===== config.mk =====
export PLATFORM = sky130hd
export DESIGN_NAME = zero_velocity_window_detector_top_flat
export DESIGN_NICKNAME = d
export VERILOG_FILES = /design/src/rtl/zvwd_pkg.sv /design/src/rtl/zvwd_in_if.sv /design/src/rtl/zvwd_out_if.sv /design/src/rtl/zvwd_scan_unit.sv /design/src/rtl/zvwd_ctrl.sv /design/src/rtl/zero_velocity_window_detector_top.sv /design/src/flat_wrapper.sv
export SDC_FILE = /design/constraint.sdc
export NUM_CORES = 2
export LEC_CHECK = 0
export BUFFER_PORTS_ARGS = -buffer_cell sky130_fd_sc_hd__buf_2
export CELL_PAD_IN_SITES_DETAIL_PLACEMENT = 2
export CELL_PAD_IN_SITES_GLOBAL_PLACEMENT = 2
export CORE_AREA = 3 3 621 561
export DETAILED_ROUTE_END_ITERATION = 12
export DIE_AREA = 0 0 624 564
export PLACE_DENSITY = 0.9
export SYNTH_ARGS = -nofsm -noshare
export SYNTH_HDL_FRONTEND = slang
export SYNTH_HIERARCHICAL = 1
export SYNTH_SLANG_ARGS = --single-unit
export TNS_END_PERCENT = 5

===== constraint.sdc =====
create_clock -name clk -period 16.9 [get_ports clk]
set_input_delay 3.38 -clock clk [delete_from_list [all_inputs] [get_ports clk]]
set_output_delay 3.38 -clock clk [all_outputs]
set_load 0.01 [all_outputs]

===== src/rtl/zvwd_pkg.sv =====
package zvwd_pkg;

    // Default build parameters
    localparam int WINDOW_DEFAULT      = 16;
    localparam int SAMPLE_BITS_DEFAULT = 32;

    // Field and port widths
    localparam int FIELD_W     = 32;
    localparam int SPREAD_W    = 32;
    localparam int CFG_W       = 32;
    localparam int CFG_INDEX_W = 2;
    localparam int HOLD_W      = 8;
    localparam int AXES        = 6;

    // Register indexes
    localparam logic [CFG_INDEX_W-1:0] CFG_DETECT_ENABLE = 2'd0;
    localparam logic [CFG_INDEX_W-1:0] CFG_ACCEL_LIMIT   = 2'd1;
    localparam logic [CFG_INDEX_W-1:0] CFG_SPEED_LIMIT   = 2'd2;
    localparam logic [CFG_INDEX_W-1:0] CFG_GYRO_LIMIT    = 2'd3;

    // Register reset values
    localparam logic              DETECT_ENABLE_RST = 1'b1;
    localparam logic [CFG_W-1:0]  ACCEL_LIMIT_RST   = 32'd32768;
    localparam logic [CFG_W-1:0]  SPEED_LIMIT_RST   = 32'd6554;
    localparam logic [CFG_W-1:0]  GYRO_LIMIT_RST    = 32'd655;

    // Hold counter limits
    localparam logic [HOLD_W-1:0] HOLD_MAX         = 8'd255;
    localparam logic [HOLD_W-1:0] HOLD_READY_COUNT = 8'd2;

    // Sequencer states
    typedef enum logic [2:0] {
        ST_IDLE,
        ST_SCAN,
        ST_DRAIN,
        ST_SPREAD,
        ST_DECIDE
    } state_t;

    // Controls from the sequencer to the scan unit
    typedef struct packed {
        logic wr_en;
        logic rd_en;
        logic load;
        logic first;
        logic spread;
    } scan_ctrl_t;

endpackage


===== src/rtl/zvwd_in_if.sv =====
interface zvwd_in_if;
    logic               valid;
    logic               ready;
    logic signed [31:0] gyro_x;
    logic signed [31:0] gyro_y;
    logic signed [31:0] gyro_z;
    logic signed [31:0] accel_x;
    logic signed [31:0] accel_y;
    logic signed [31:0] accel_z;
    logic signed [31:0] wheel_speed;
    logic               evaluate;

    modport source (
        output valid, gyro_x, gyro_y, gyro_z, accel_x, accel_y, accel_z,
               wheel_speed, evaluate,
        input  ready
    );
    modport sink (
        input  valid, gyro_x, gyro_y, gyro_z, accel_x, accel_y, accel_z,
               wheel_speed, evaluate,
        output ready
    );
endinterface


===== src/rtl/zvwd_out_if.sv =====
interface zvwd_out_if;
    logic        valid;
    logic        ready;
    logic        decided;
    logic        standstill;
    logic [7:0]  hold_count;
    logic        heading_hold_ready;
    logic [31:0] gyro_spread;
    logic [31:0] accel_spread;

    modport source (
        output valid, decided, standstill, hold_count, heading_hold_ready,
               gyro_spread, accel_spread,
        input  ready
    );
    modport sink (
        input  valid, decided, standstill, hold_count, heading_hold_ready,
               gyro_spread, accel_spread,
        output ready
    );
endinterface


===== src/rtl/zvwd_scan_unit.sv =====
module zvwd_scan_unit
    import zvwd_pkg::*;
#(
    parameter int WINDOW      = WINDOW_DEFAULT,
    parameter int SAMPLE_BITS = SAMPLE_BITS_DEFAULT
) (
    input  logic                            clk,
    input  scan_ctrl_t                      ctrl,
    input  logic [$clog2(WINDOW)-1:0]       wr_addr,
    input  logic [$clog2(WINDOW)-1:0]       rd_addr,
    input  logic [AXES*SAMPLE_BITS-1:0]     wr_data,
    output logic [SPREAD_W-1:0]             gyro_spread,
    output logic [SPREAD_W-1:0]             accel_spread
);

    localparam int SB    = SAMPLE_BITS;
    localparam int ROW_W = AXES * SB;

    logic [ROW_W-1:0]          window_mem [WINDOW];
    logic [ROW_W-1:0]          rd_data_reg;
    logic signed [SB-1:0]      max_reg [AXES];
    logic signed [SB-1:0]      min_reg [AXES];
    logic [SPREAD_W-1:0]       lane_spread [AXES];
    logic [SPREAD_W-1:0]       gyro_best;
    logic [SPREAD_W-1:0]       accel_best;
    logic [SPREAD_W-1:0]       gyro_spread_reg;
    logic [SPREAD_W-1:0]       accel_spread_reg;

    // Sample window: one row write, one registered row read per cycle
    always_ff @(posedge clk)
    begin
        if (ctrl.wr_en)
        begin
            window_mem[wr_addr] <= wr_data;
        end
        if (ctrl.rd_en)
        begin
            rd_data_reg <= window_mem[rd_addr];
        end
    end

    // Per-axis running max / min, seeded from the first row read
    for (genvar k = 0; k < AXES; k++)
    begin : g_lane
        logic signed [SB-1:0] s;
        logic signed [SB:0]   diff;
        logic [SB-1:0]        mag;

        assign s = signed'(rd_data_reg[k*SB +: SB]);

        always_ff @(posedge clk)
        begin
            if (ctrl.load)
            begin
                if (ctrl.first || s > max_reg[k])
                begin
                    max_reg[k] <= s;
                end
                if (ctrl.first || s < min_reg[k])
                begin
                    min_reg[k] <= s;
                end
            end
        end

        // max - min is never negative and fits SB unsigned bits
        assign diff = {max_reg[k][SB-1], max_reg[k]} - {min_reg[k][SB-1], min_reg[k]};
        assign mag  = diff[SB-1:0];

        if (SB > SPREAD_W)
        begin : g_sat
            assign lane_spread[k] = (|mag[SB-1:SPREAD_W]) ? '1 : mag[SPREAD_W-1:0];
        end
        else
        begin : g_ext
            assign lane_spread[k] = SPREAD_W'(mag);
        end
    end

    // Largest spread per sensor group
    always_comb
    begin
        gyro_best = lane_spread[0];
        if (lane_spread[1] > gyro_best)
        begin
            gyro_best = lane_spread[1];
        end
        if (lane_spread[2] > gyro_best)
        begin
            gyro_best = lane_spread[2];
        end
        accel_best = lane_spread[3];
        if (lane_spread[4] > accel_best)
        begin
            accel_best = lane_spread[4];
        end
        if (lane_spread[5] > accel_best)
        begin
            accel_best = lane_spread[5];
        end
    end

    always_ff @(posedge clk)
    begin
        if (ctrl.spread)
        begin
            gyro_spread_reg  <= gyro_best;
            accel_spread_reg <= accel_best;
        end
    end

    assign gyro_spread  = gyro_spread_reg;
    assign accel_spread = accel_spread_reg;

endmodule


===== src/rtl/zvwd_ctrl.sv =====
module zvwd_ctrl
    import zvwd_pkg::*;
#(
    parameter int WINDOW = WINDOW_DEFAULT
) (
    input  logic                        clk,
    input  logic                        rst_n,
    input  logic                        cfg_we,
    input  logic [CFG_INDEX_W-1:0]      cfg_index,
    input  logic [CFG_W-1:0]            cfg_data,
    zvwd_in_if.sink                     in_ch,
    zvwd_out_if.source                  out_ch,
    input  logic [SPREAD_W-1:0]         gyro_spread,
    input  logic [SPREAD_W-1:0]         accel_spread,
    output scan_ctrl_t                  sc,
    output logic [$clog2(WINDOW)-1:0]   wr_addr,
    output logic [$clog2(WINDOW)-1:0]   rd_addr
);

    localparam int SLOT_W = $clog2(WINDOW);
    localparam int FILL_W = $clog2(WINDOW + 1);
    localparam logic [SLOT_W-1:0] LAST_SLOT = SLOT_W'(WINDOW - 1);
    localparam logic [FILL_W-1:0] FULL_FILL = FILL_W'(WINDOW);

    state_t              state_reg, state_next;
    logic [SLOT_W-1:0]   slot_reg, slot_next;
    logic [FILL_W-1:0]   fill_reg, fill_next;
    logic [SLOT_W-1:0]   scan_reg, scan_next;
    logic                full_reg, full_next;
    logic                speed_low_reg, speed_low_next;
    logic                rd_valid_reg, rd_first_reg;

    logic                enable_reg;
    logic [CFG_W-1:0]    accel_limit_reg, speed_limit_reg, gyro_limit_reg;

    logic                stand_reg, stand_next;
    logic [HOLD_W-1:0]   hold_reg, hold_next;
    logic                ready_flag_reg, ready_flag_next;

    logic                out_valid_reg, out_valid_next;
    logic                out_decided_reg;
    logic [SPREAD_W-1:0] out_gyro_reg, out_accel_reg;

    logic                accept;
    logic                out_free;
    logic                load_out;
    logic [FIELD_W-1:0]  abs_speed;
    logic                fill_at_end;

    // Configuration registers
    always_ff @(posedge clk or negedge rst_n)
    begin
        if (!rst_n)
        begin
            enable_reg      <= DETECT_ENABLE_RST;
            accel_limit_reg <= ACCEL_LIMIT_RST;
            speed_limit_reg <= SPEED_LIMIT_RST;
            gyro_limit_reg  <= GYRO_LIMIT_RST;
        end
        else if (cfg_we)
        begin
            case (cfg_index)
                CFG_DETECT_ENABLE: enable_reg      <= cfg_data[0];
                CFG_ACCEL_LIMIT:   accel_limit_reg <= cfg_data;
                CFG_SPEED_LIMIT:   speed_limit_reg <= cfg_data;
                CFG_GYRO_LIMIT:    gyro_limit_reg  <= cfg_data;
                default:           ;
            endcase
        end
    end

    // Requests are taken only while idle
    assign in_ch.ready = (state_reg == ST_IDLE);

    assign accept      = in_ch.valid && in_ch.ready;
    assign out_free    = !out_valid_reg || out_ch.ready;
    assign abs_speed   = in_ch.wheel_speed[FIELD_W-1] ? (~in_ch.wheel_speed + 1'b1)
                                                     : in_ch.wheel_speed;
    // Window is full once this request's row is stored
    assign fill_at_end = (fill_reg >= FULL_FILL - 1'b1);

    // Sequencer: next state and controls
    always_comb
    begin
        state_next     = state_reg;
        slot_next      = slot_reg;
        fill_next      = fill_reg;
        scan_next      = scan_reg;
        full_next      = full_reg;
        speed_low_next = speed_low_reg;
        load_out       = 1'b0;
        sc             = '0;

        case (state_reg)
            ST_IDLE:
            begin
                if (accept)
                begin
                    sc.wr_en  = 1'b1;
                    slot_next = (slot_reg == LAST_SLOT) ? '0 : slot_reg + 1'b1;
                    if (fill_reg < FULL_FILL)
                    begin
                        fill_next = fill_reg + 1'b1;
                    end
                    if (in_ch.evaluate)
                    begin
                        full_next      = fill_at_end;
                        speed_low_next = (abs_speed < speed_limit_reg);
                        scan_next      = '0;
                        state_next     = fill_at_end ? ST_SCAN : ST_DECIDE;
                    end
                end
            end
            ST_SCAN:
            begin
                sc.rd_en  = 1'b1;
                scan_next = scan_reg + 1'b1;
                if (scan_reg == LAST_SLOT)
                begin
                    state_next = ST_DRAIN;
                end
            end
            ST_DRAIN:
            begin
                state_next = ST_SPREAD;
            end
            ST_SPREAD:
            begin
                sc.spread  = 1'b1;
                state_next = ST_DECIDE;
            end
            ST_DECIDE:
            begin
                if (out_free)
                begin
                    load_out   = 1'b1;
                    state_next = ST_IDLE;
                end
            end
            default:
            begin
                state_next = ST_IDLE;
            end
        endcase

        sc.load  = rd_valid_reg;
        sc.first = rd_first_reg;
    end

    assign wr_addr = slot_reg;
    assign rd_addr = scan_reg;

    // Standstill decision
    always_comb
    begin
        stand_next      = stand_reg;
        hold_next       = hold_reg;
        ready_flag_next = ready_flag_reg;
        if (full_reg)
        begin
            if (enable_reg)
            begin
                if (accel_spread < accel_limit_reg && speed_low_reg)
                begin
                    stand_next = 1'b1;
                    if (gyro_spread < gyro_limit_reg)
                    begin
                        if (hold_reg < HOLD_MAX)
                        begin
                            hold_next = hold_reg + 1'b1;
                        end
                    end
                    else
                    begin
                        hold_next = '0;
                    end
                end
                else
                begin
                    stand_next      = 1'b0;
                    hold_next       = '0;
                    ready_flag_next = 1'b0;
                end
            end
            if (hold_next >= HOLD_READY_COUNT)
            begin
                ready_flag_next = 1'b1;
            end
        end
    end

    // Result register valid
    always_comb
    begin
        out_valid_next = out_valid_reg;
        if (load_out)
        begin
            out_valid_next = 1'b1;
        end
        else if (out_ch.ready)
        begin
            out_valid_next = 1'b0;
        end
    end

    // Control state
    always_ff @(posedge clk or negedge rst_n)
    begin
        if (!rst_n)
        begin
            state_reg      <= ST_IDLE;
            slot_reg       <= '0;
            fill_reg       <= '0;
            scan_reg       <= '0;
            full_reg       <= 1'b0;
            speed_low_reg  <= 1'b0;
            rd_valid_reg   <= 1'b0;
            rd_first_reg   <= 1'b0;
            stand_reg      <= 1'b0;
            hold_reg       <= '0;
            ready_flag_reg <= 1'b0;
            out_valid_reg  <= 1'b0;
        end
        else
        begin
            state_reg     <= state_next;
            slot_reg      <= slot_next;
            fill_reg      <= fill_next;
            scan_reg      <= scan_next;
            full_reg      <= full_next;
            speed_low_reg <= speed_low_next;
            rd_valid_reg  <= sc.rd_en;
            rd_first_reg  <= sc.rd_en && (scan_reg == '0);
            out_valid_reg <= out_valid_next;
            if (load_out)
            begin
                stand_reg      <= stand_next;
                hold_reg       <= hold_next;
                ready_flag_reg <= ready_flag_next;
            end
        end
    end

    // Result payload
    always_ff @(posedge clk)
    begin
        if (load_out)
        begin
            out_decided_reg <= full_reg;
            out_gyro_reg    <= full_reg ? gyro_spread : '0;
            out_accel_reg   <= full_reg ? accel_spread : '0;
        end
    end

    assign out_ch.valid              = out_valid_reg;
    assign out_ch.decided            = out_decided_reg;
    assign out_ch.standstill         = stand_reg;
    assign out_ch.hold_count         = hold_reg;
    assign out_ch.heading_hold_ready = ready_flag_reg;
    assign out_ch.gyro_spread        = out_gyro_reg;
    assign out_ch.accel_spread       = out_accel_reg;

endmodule


===== src/rtl/zero_velocity_window_detector_top.sv =====
// Zero-velocity detector. Every request stores one IMU sample (gyro and accel
// triples, saturated to SAMPLE_BITS) into a circular window of WINDOW rows.
// A request without evaluate returns nothing. An evaluate request on a window
// that is not yet full skips the scan and returns decided = 0. An evaluate
// request on a full window is scanned: the window memory has one read port,
// so the max/min lanes see one row per cycle, followed by a drain, a spread
// and a decision step. The input side is not ready while an item is in work;
// a finished result waits in the output register without holding up the next
// request. The user must write configuration through cfg_we / cfg_index /
// cfg_data only while the block is idle; the block does not enforce this.
module zero_velocity_window_detector_top
    import zvwd_pkg::*;
#(
    parameter int WINDOW      = WINDOW_DEFAULT,
    parameter int SAMPLE_BITS = SAMPLE_BITS_DEFAULT
) (
    input  logic                   clk,
    input  logic                   rst_n,
    input  logic                   cfg_we,
    input  logic [CFG_INDEX_W-1:0] cfg_index,
    input  logic [CFG_W-1:0]       cfg_data,
    zvwd_in_if.sink                in_ch,
    zvwd_out_if.source             out_ch
);

    localparam int SB     = SAMPLE_BITS;
    localparam int SLOT_W = $clog2(WINDOW);

    logic signed [FIELD_W-1:0] axis_in [AXES];
    logic [AXES*SB-1:0]        row_data;
    scan_ctrl_t                sc;
    logic [SLOT_W-1:0]         wr_addr, rd_addr;
    logic [SPREAD_W-1:0]       gyro_spread, accel_spread;

    assign axis_in[0] = in_ch.gyro_x;
    assign axis_in[1] = in_ch.gyro_y;
    assign axis_in[2] = in_ch.gyro_z;
    assign axis_in[3] = in_ch.accel_x;
    assign axis_in[4] = in_ch.accel_y;
    assign axis_in[5] = in_ch.accel_z;

    // Fit each axis to the stored sample width
    for (genvar k = 0; k < AXES; k++)
    begin : g_fit
        if (SB >= FIELD_W)
        begin : g_wide
            assign row_data[k*SB +: SB] = SB'(axis_in[k]);
        end
        else
        begin : g_narrow
            localparam logic signed [FIELD_W-1:0] SAT_HI =
                (32'sd1 <<< (SB - 1)) - 32'sd1;
            localparam logic signed [FIELD_W-1:0] SAT_LO = -SAT_HI - 32'sd1;

            assign row_data[k*SB +: SB] =
                (axis_in[k] > SAT_HI) ? SAT_HI[SB-1:0] :
                (axis_in[k] < SAT_LO) ? SAT_LO[SB-1:0] :
                                        axis_in[k][SB-1:0];
        end
    end

    zvwd_ctrl #(
        .WINDOW (WINDOW)
    ) u_ctrl (
        .clk          (clk),
        .rst_n        (rst_n),
        .cfg_we       (cfg_we),
        .cfg_index    (cfg_index),
        .cfg_data     (cfg_data),
        .in_ch        (in_ch),
        .out_ch       (out_ch),
        .gyro_spread  (gyro_spread),
        .accel_spread (accel_spread),
        .sc           (sc),
        .wr_addr      (wr_addr),
        .rd_addr      (rd_addr)
    );

    zvwd_scan_unit #(
        .WINDOW      (WINDOW),
        .SAMPLE_BITS (SAMPLE_BITS)
    ) u_scan (
        .clk          (clk),
        .ctrl         (sc),
        .wr_addr      (wr_addr),
        .rd_addr      (rd_addr),
        .wr_data      (row_data),
        .gyro_spread  (gyro_spread),
        .accel_spread (accel_spread)
    );

endmodule


===== src/flat_wrapper.sv =====
// flat-port wrapper written by rule: the top's interface ports become plain ports
module zero_velocity_window_detector_top_flat import zvwd_pkg::*;
#(
    parameter int WINDOW      = WINDOW_DEFAULT,
    parameter int SAMPLE_BITS = SAMPLE_BITS_DEFAULT
)
  (clk, rst_n, cfg_we, cfg_index, cfg_data, in_ch_valid, in_ch_gyro_x, in_ch_gyro_y, in_ch_gyro_z, in_ch_accel_x, in_ch_accel_y, in_ch_accel_z, in_ch_wheel_speed, in_ch_evaluate, in_ch_ready, out_ch_valid, out_ch_decided, out_ch_standstill, out_ch_hold_count, out_ch_heading_hold_ready, out_ch_gyro_spread, out_ch_accel_spread, out_ch_ready);
  zvwd_in_if in_ch_i ();
  zvwd_out_if out_ch_i ();
  input  logic clk;
  input  logic rst_n;
  input  logic cfg_we;
  input  logic [CFG_INDEX_W-1:0] cfg_index;
  input  logic [CFG_W-1:0] cfg_data;
  input wire logic [$bits(in_ch_i.valid)-1:0] in_ch_valid;
  input wire logic [$bits(in_ch_i.gyro_x)-1:0] in_ch_gyro_x;
  input wire logic [$bits(in_ch_i.gyro_y)-1:0] in_ch_gyro_y;
  input wire logic [$bits(in_ch_i.gyro_z)-1:0] in_ch_gyro_z;
  input wire logic [$bits(in_ch_i.accel_x)-1:0] in_ch_accel_x;
  input wire logic [$bits(in_ch_i.accel_y)-1:0] in_ch_accel_y;
  input wire logic [$bits(in_ch_i.accel_z)-1:0] in_ch_accel_z;
  input wire logic [$bits(in_ch_i.wheel_speed)-1:0] in_ch_wheel_speed;
  input wire logic [$bits(in_ch_i.evaluate)-1:0] in_ch_evaluate;
  output wire logic [$bits(in_ch_i.ready)-1:0] in_ch_ready;
  output wire logic [$bits(out_ch_i.valid)-1:0] out_ch_valid;
  output wire logic [$bits(out_ch_i.decided)-1:0] out_ch_decided;
  output wire logic [$bits(out_ch_i.standstill)-1:0] out_ch_standstill;
  output wire logic [$bits(out_ch_i.hold_count)-1:0] out_ch_hold_count;
  output wire logic [$bits(out_ch_i.heading_hold_ready)-1:0] out_ch_heading_hold_ready;
  output wire logic [$bits(out_ch_i.gyro_spread)-1:0] out_ch_gyro_spread;
  output wire logic [$bits(out_ch_i.accel_spread)-1:0] out_ch_accel_spread;
  input wire logic [$bits(out_ch_i.ready)-1:0] out_ch_ready;
  assign in_ch_i.valid = in_ch_valid;
  assign in_ch_i.gyro_x = in_ch_gyro_x;
  assign in_ch_i.gyro_y = in_ch_gyro_y;
  assign in_ch_i.gyro_z = in_ch_gyro_z;
  assign in_ch_i.accel_x = in_ch_accel_x;
  assign in_ch_i.accel_y = in_ch_accel_y;
  assign in_ch_i.accel_z = in_ch_accel_z;
  assign in_ch_i.wheel_speed = in_ch_wheel_speed;
  assign in_ch_i.evaluate = in_ch_evaluate;
  assign in_ch_ready = in_ch_i.ready;
  assign out_ch_valid = out_ch_i.valid;
  assign out_ch_decided = out_ch_i.decided;
  assign out_ch_standstill = out_ch_i.standstill;
  assign out_ch_hold_count = out_ch_i.hold_count;
  assign out_ch_heading_hold_ready = out_ch_i.heading_hold_ready;
  assign out_ch_gyro_spread = out_ch_i.gyro_spread;
  assign out_ch_accel_spread = out_ch_i.accel_spread;
  assign out_ch_i.ready = out_ch_ready;
  zero_velocity_window_detector_top #(.WINDOW(WINDOW), .SAMPLE_BITS(SAMPLE_BITS)) u_core (.clk(clk), .rst_n(rst_n), .cfg_we(cfg_we), .cfg_index(cfg_index), .cfg_data(cfg_data), .in_ch(in_ch_i), .out_ch(out_ch_i));
endmodule

==> flow_summary.toml, run 1 <==
[outcome]
outcome = "did not finish"
failing_step = "detailed placement (3_5_place_dp)"
flow.first_error = "[ERROR DPL-0033] detailed placement checks failed during check placement."

[synthesis]
synthMuxAreaShare_pct = 14.0
ys_dominant_reg_cell = "edfxtp_1"
synth_edf_count = 3777
post_synth_instance_area_mm2 = 0.168
synth-xor-area-share_pct = 1.10
syn_nets = 10100
combinational_family_with_the_most_area_after_synthesis = "multiplexers"
total_of_warnings_raised_by_yosys = 6
synth_fa_ha_area_share_pct = 5.98
synthArstFlopShare_pct = 3.28
synth_top_area_share_pct = 67.7
yosys_register_bits = 3905
syn-instance-count = 9026
synth_compound_area_share_pct = 4.22
synth_cell_types = 96
yosys.area.top_type = "edfxtp_1"
synth_top_cells_by_area = "edfxtp_1 68%, mux4_2 13%, ha_1 5.9%"
post_synth.cell_area_avg_um2 = 18.6
synthSimpleGateAreaFrac_pct = 3.00
seq_total_area_yosys_pct = 69.6

[floorplan]
placement_rows = 204
die_width_um = 624
floorplan.io_pins = 341
die_y_um = 564
effective_utilization_at_floorplan_pct = 48.9

[placement]
dp_hpwl_mm = 466
placement.io_buffers = 340
gp_congestion = 0.902
logic make-up after synthesis:
logic type | after synthesis
compound gates | 1099
xor+xnor | 209
fa+ha+maj | 797
buf+inv | 906
flops | 3905
mux | 1154
simple gates | 956
Yosys cell counts (67+ instances only):
cell and number:
a21o_1 211, a21oi_1 325, and2_1 67, buf_1 73, clkbuf_1 183, dfrtp_1 113, edfxtp_1 3777, ha_1 790
inv_1 634, mux2_2 106, mux2i_1 104, mux4_2 944, nand2_1 193, nand2b_1 73, nand4_1 126, nor2_1 186
nor2b_1 104, o21ai_0 214, xnor2_1 139, xor2_1 69
metrics by stage:
step,std cells,instance area (um^2),worst slack (ps),hold WS [ps],setup TNS (ps)
2_1_floorplan,9026,168000,-884,458,-508790
3_3_place_gp,13800,175000,8060,467,0
==> run 2: changes to the inputs <==
--- a/config.mk
+++ b/config.mk
@@ -6,12 +6,10 @@
 export NUM_CORES = 2
 export LEC_CHECK = 0
 export BUFFER_PORTS_ARGS = -buffer_cell sky130_fd_sc_hd__buf_2
-export CELL_PAD_IN_SITES_DETAIL_PLACEMENT = 2
-export CELL_PAD_IN_SITES_GLOBAL_PLACEMENT = 2
-export CORE_AREA = 3 3 621 561
+export CORE_AREA = 3 3 652 654
 export DETAILED_ROUTE_END_ITERATION = 12
-export DIE_AREA = 0 0 624 564
-export PLACE_DENSITY = 0.9
+export DIE_AREA = 0 0 655 657
+export PLACE_DENSITY_LB_ADDON = 0.15
 export SYNTH_ARGS = -nofsm -noshare
 export SYNTH_HDL_FRONTEND = slang
 export SYNTH_HIERARCHICAL = 1
==> flow_summary.toml, run 2 <==
[timing]
skew_ps = 66.8
timing_hold_violations_final = 0
period_needed_ps = 8970
layout_worst_path_cycle_share_pct = 53.1
setup_viol = 0
report.final.slew_viol_count = 0
timing.slew.headroom_pct = 21.3
worst-slew-pin-transition_ps = 1170
max_freq_mhz = 112
rsz_0062_raised_after_global_routing = "false"

[placement]
gp_congestion = 0.893
placement.io_buffers = 340
dp_cells = 14800
placed_area_mm2 = 0.177
dp_hpwl_mm = 286

[setup_path]
worst_setup_path_endpoint = "u_core/u_scan/gyro_spread[0]$_DFFE_PP_"
rr_startpoint = "u_core/u_scan/min_reg[0][1]$_DFFE_PP_"
critical_path_depth = 33
critical_path_arrival_ps = 9660
r2r_setup_slack_ps = 7930
path_buf_inv = 3
cp_slowest_cell = "a211oi_4"
timing.critical_path.slowest_cell_delay_ps = 840
worst_r2r_path_depth = 33
worstSetupStartpointType = "register"
worst-path-max-fanout = 47
crit_top_cell = "o21ai_0"
regToRegEndpoint = "u_core/u_scan/gyro_spread[0]$_DFFE_PP_"
cp_data_required_time_ps = 17590
worst_setup_path_end_kind = "register"
worst-setup-path-type = "register to register"
critPathLaunch = "u_core/u_scan/min_reg[0][1]$_DFFE_PP_"
critPathTopFamily = "compound AO/OA/AOI/OAI gates"

[synthesis]
syn-instance-count = 9026
seq_total_area_yosys_pct = 69.6
syn_nets = 10100
yosys.area.top_type = "edfxtp_1"
synth_top_cells_by_area = "edfxtp_1 68%, mux4_2 13%, ha_1 5.9%"
synth_edf_count = 3777
post_synth.cell_area_avg_um2 = 18.6
yosys.cell_count.top_type = "edfxtp_1"
yosys_register_bits = 3905
post_synth_instance_area_mm2 = 0.168
synth-xor-area-share_pct = 1.10
synth_fa_ha_area_share_pct = 5.98
combinational_family_with_the_most_area_after_synthesis = "multiplexers"
total_of_warnings_raised_by_yosys = 6
synth_cell_types = 96
synth_compound_area_share_pct = 4.22
synthArstFlopShare_pct = 3.28
synth.top_cells.by_count = "3777 x edfxtp_1, 944 x mux4_2, 790 x ha_1"
synthSimpleGateAreaFrac_pct = 3.00
synth_top_area_share_pct = 67.7
ys_dominant_reg_cell = "edfxtp_1"
synthMuxAreaShare_pct = 14.0

[clock_tree]
clock_insertion_delay_worst_skew_ps = 980
holdBufCountCts = 0
count_of_buffers_added_by_post_cts_timing_repair_for_setup = 0
clock_sinks = 3905
cts_htree_levels = 5
cts-resized-gates = 0
tritoncts = "yes"
clock_tree.buffer_depth = 4
cts-root-buf = "clkbuf_16"
path_clk_slew_ps = 60
tritoncts.num_buffers = 415

[outcome]
outcome = "finished clean"

[routing]
drt-wirelength-per-cell_um = 29.0
drc = 0
drt-pass1-iter-count = 5
postRouteAntennaNets = 0
dr_total_vias = 87500
finalWirelength_mm = 451
first_iter_violations = 7176
routed_via_density = 5.62

[floorplan]
floorplan.io_pins = 341
effective_utilization_at_floorplan_pct = 39.9
die_area_mm2 = 0.430
placeableCoreArea_mm2 = 0.420
die_width_um = 655
die_y_um = 657
placement_rows = 238

[layout]
mostFrequentLayoutCells = "3777 x edfxtp_1, 944 x mux4_2, 790 x ha_1, 633 x inv_1, 422 x clkbuf_16"
most_common_cell_after_layout_fill_and_taps_aside = "edfxtp_1"
most_flop_heavy_register = "u_core/u_scan/window_mem"
layout.area.seq_mm2 = 0.117
layout-drive-gt1-share_pct = 22.4
flow.area_growth_from_synthesis_pct = 13.7
multiInputGateArea_mm2 = 0.0477
post_layout_nonfiller_instances = 15600
fill_cells = 35900
post-route-cell-area_mm2 = 0.191
nNetsFinal = 10700
number_of_flip_flops_under_the_largest_register_name = 3072

[global_routing]
global_route_congestion_overflow_total = 0
grt_antenna_before_repair = 121
first_global_vias = 89400
grt_max_degree = 138
met2_usage_grt_pct = 33.4
grt_pass1_wl_mm = 648
grt_use_total_pct = 20.7
gr-usage-met3_pct = 3.32
grt_most_used_layer = "met2"
globalRouteMet1Util_pct = 29.6

[run]
cap_violations = 0

[hold_path]
hold_start = "u_core/u_ctrl/out_ch.standstill$_DFFE_PN0P_"
worstHoldPathType = "register to register"
[run 2: kinds of logic (layout without fill, tap and decap cells)]
family                     count (synthesis)  count (layout)
muxes                                   1154            1154
and+or+nand+nor                          956             956
adders and majority gates                797             797
AOI/OAI and AO/OA                       1099            1099
xor gates and xnor gates                 209             209
other                                      0              30
DFF                                     3905            3905
buffers and inverters                    906            1904
[run 2: cell type report]
class / count / share of cell area, %
clock inverters: 273 / 1.49
diodes: 30 / 0.0394
clock buffers: 495 / 5.72
repair buffers: 502 / 1.59
multi-input cells: 4215 / 25.0
flip-flops and latches: 3905 / 61.2
well taps: 5520 / 3.63
inverters: 634 / 1.25
[run 2: per-layer routing]
| layer | vias up | wire [um] |
|---|---|---|
| met4 | 46 | 11400 |
| li1 | 37700 | - |
| met3 | 647 | 26100 |
| met2 | 2565 | 214000 |
| met1 | 46500 | 199000 |
| met5 | - | 288 |
[run 2: worst register-to-register path: cells and delay by family (launching register included)]
family          cells  cell delay [ps]
fa+ha+maj           3              840
flops               1              430
xor+xnor            1              230
mux                 1              440
buf+inv             3              640
simple gates        5              570
compound gates     20             5560
[run 2: metrics by stage]
step           setup WS [ps]  TNS [ps]  utilization, %  hold WS (ps)
4_1_cts                 7970         0            45.4           483
5_1_grt                 7190         0            45.4           523
3_5_place_dp            8040         0            42.1           469
3_3_place_gp            7980         0            42.1           459
6_report                7930         0            45.4           477
2_1_floorplan           -884   -508790               -           458
[run 2: how the worst min path moves through the flow]
stage / to / cells after the start / slack, ps
after floorplan: u_core/u_ctrl/fill_reg[3]$_DFFE_PN0P_ / 1 / 460
after global placement: u_core/u_ctrl/out_ch.standstill$_DFFE_PN0P_ / 2 / 460
after detailed placement: u_core/u_ctrl/out_ch.standstill$_DFFE_PN0P_ / 2 / 470
after CTS: u_core/u_ctrl/out_ch.standstill$_DFFE_PN0P_ / 2 / 480
after global routing: u_core/u_ctrl/speed_limit_reg[20]$_DFFE_PN0P_ / 1 / 520
final: u_core/u_ctrl/out_ch.standstill$_DFFE_PN0P_ / 2 / 480
Power of run 2 is not shown: default switching activity piles up to over one toggle a cycle in this logic, so the estimate is an artifact.
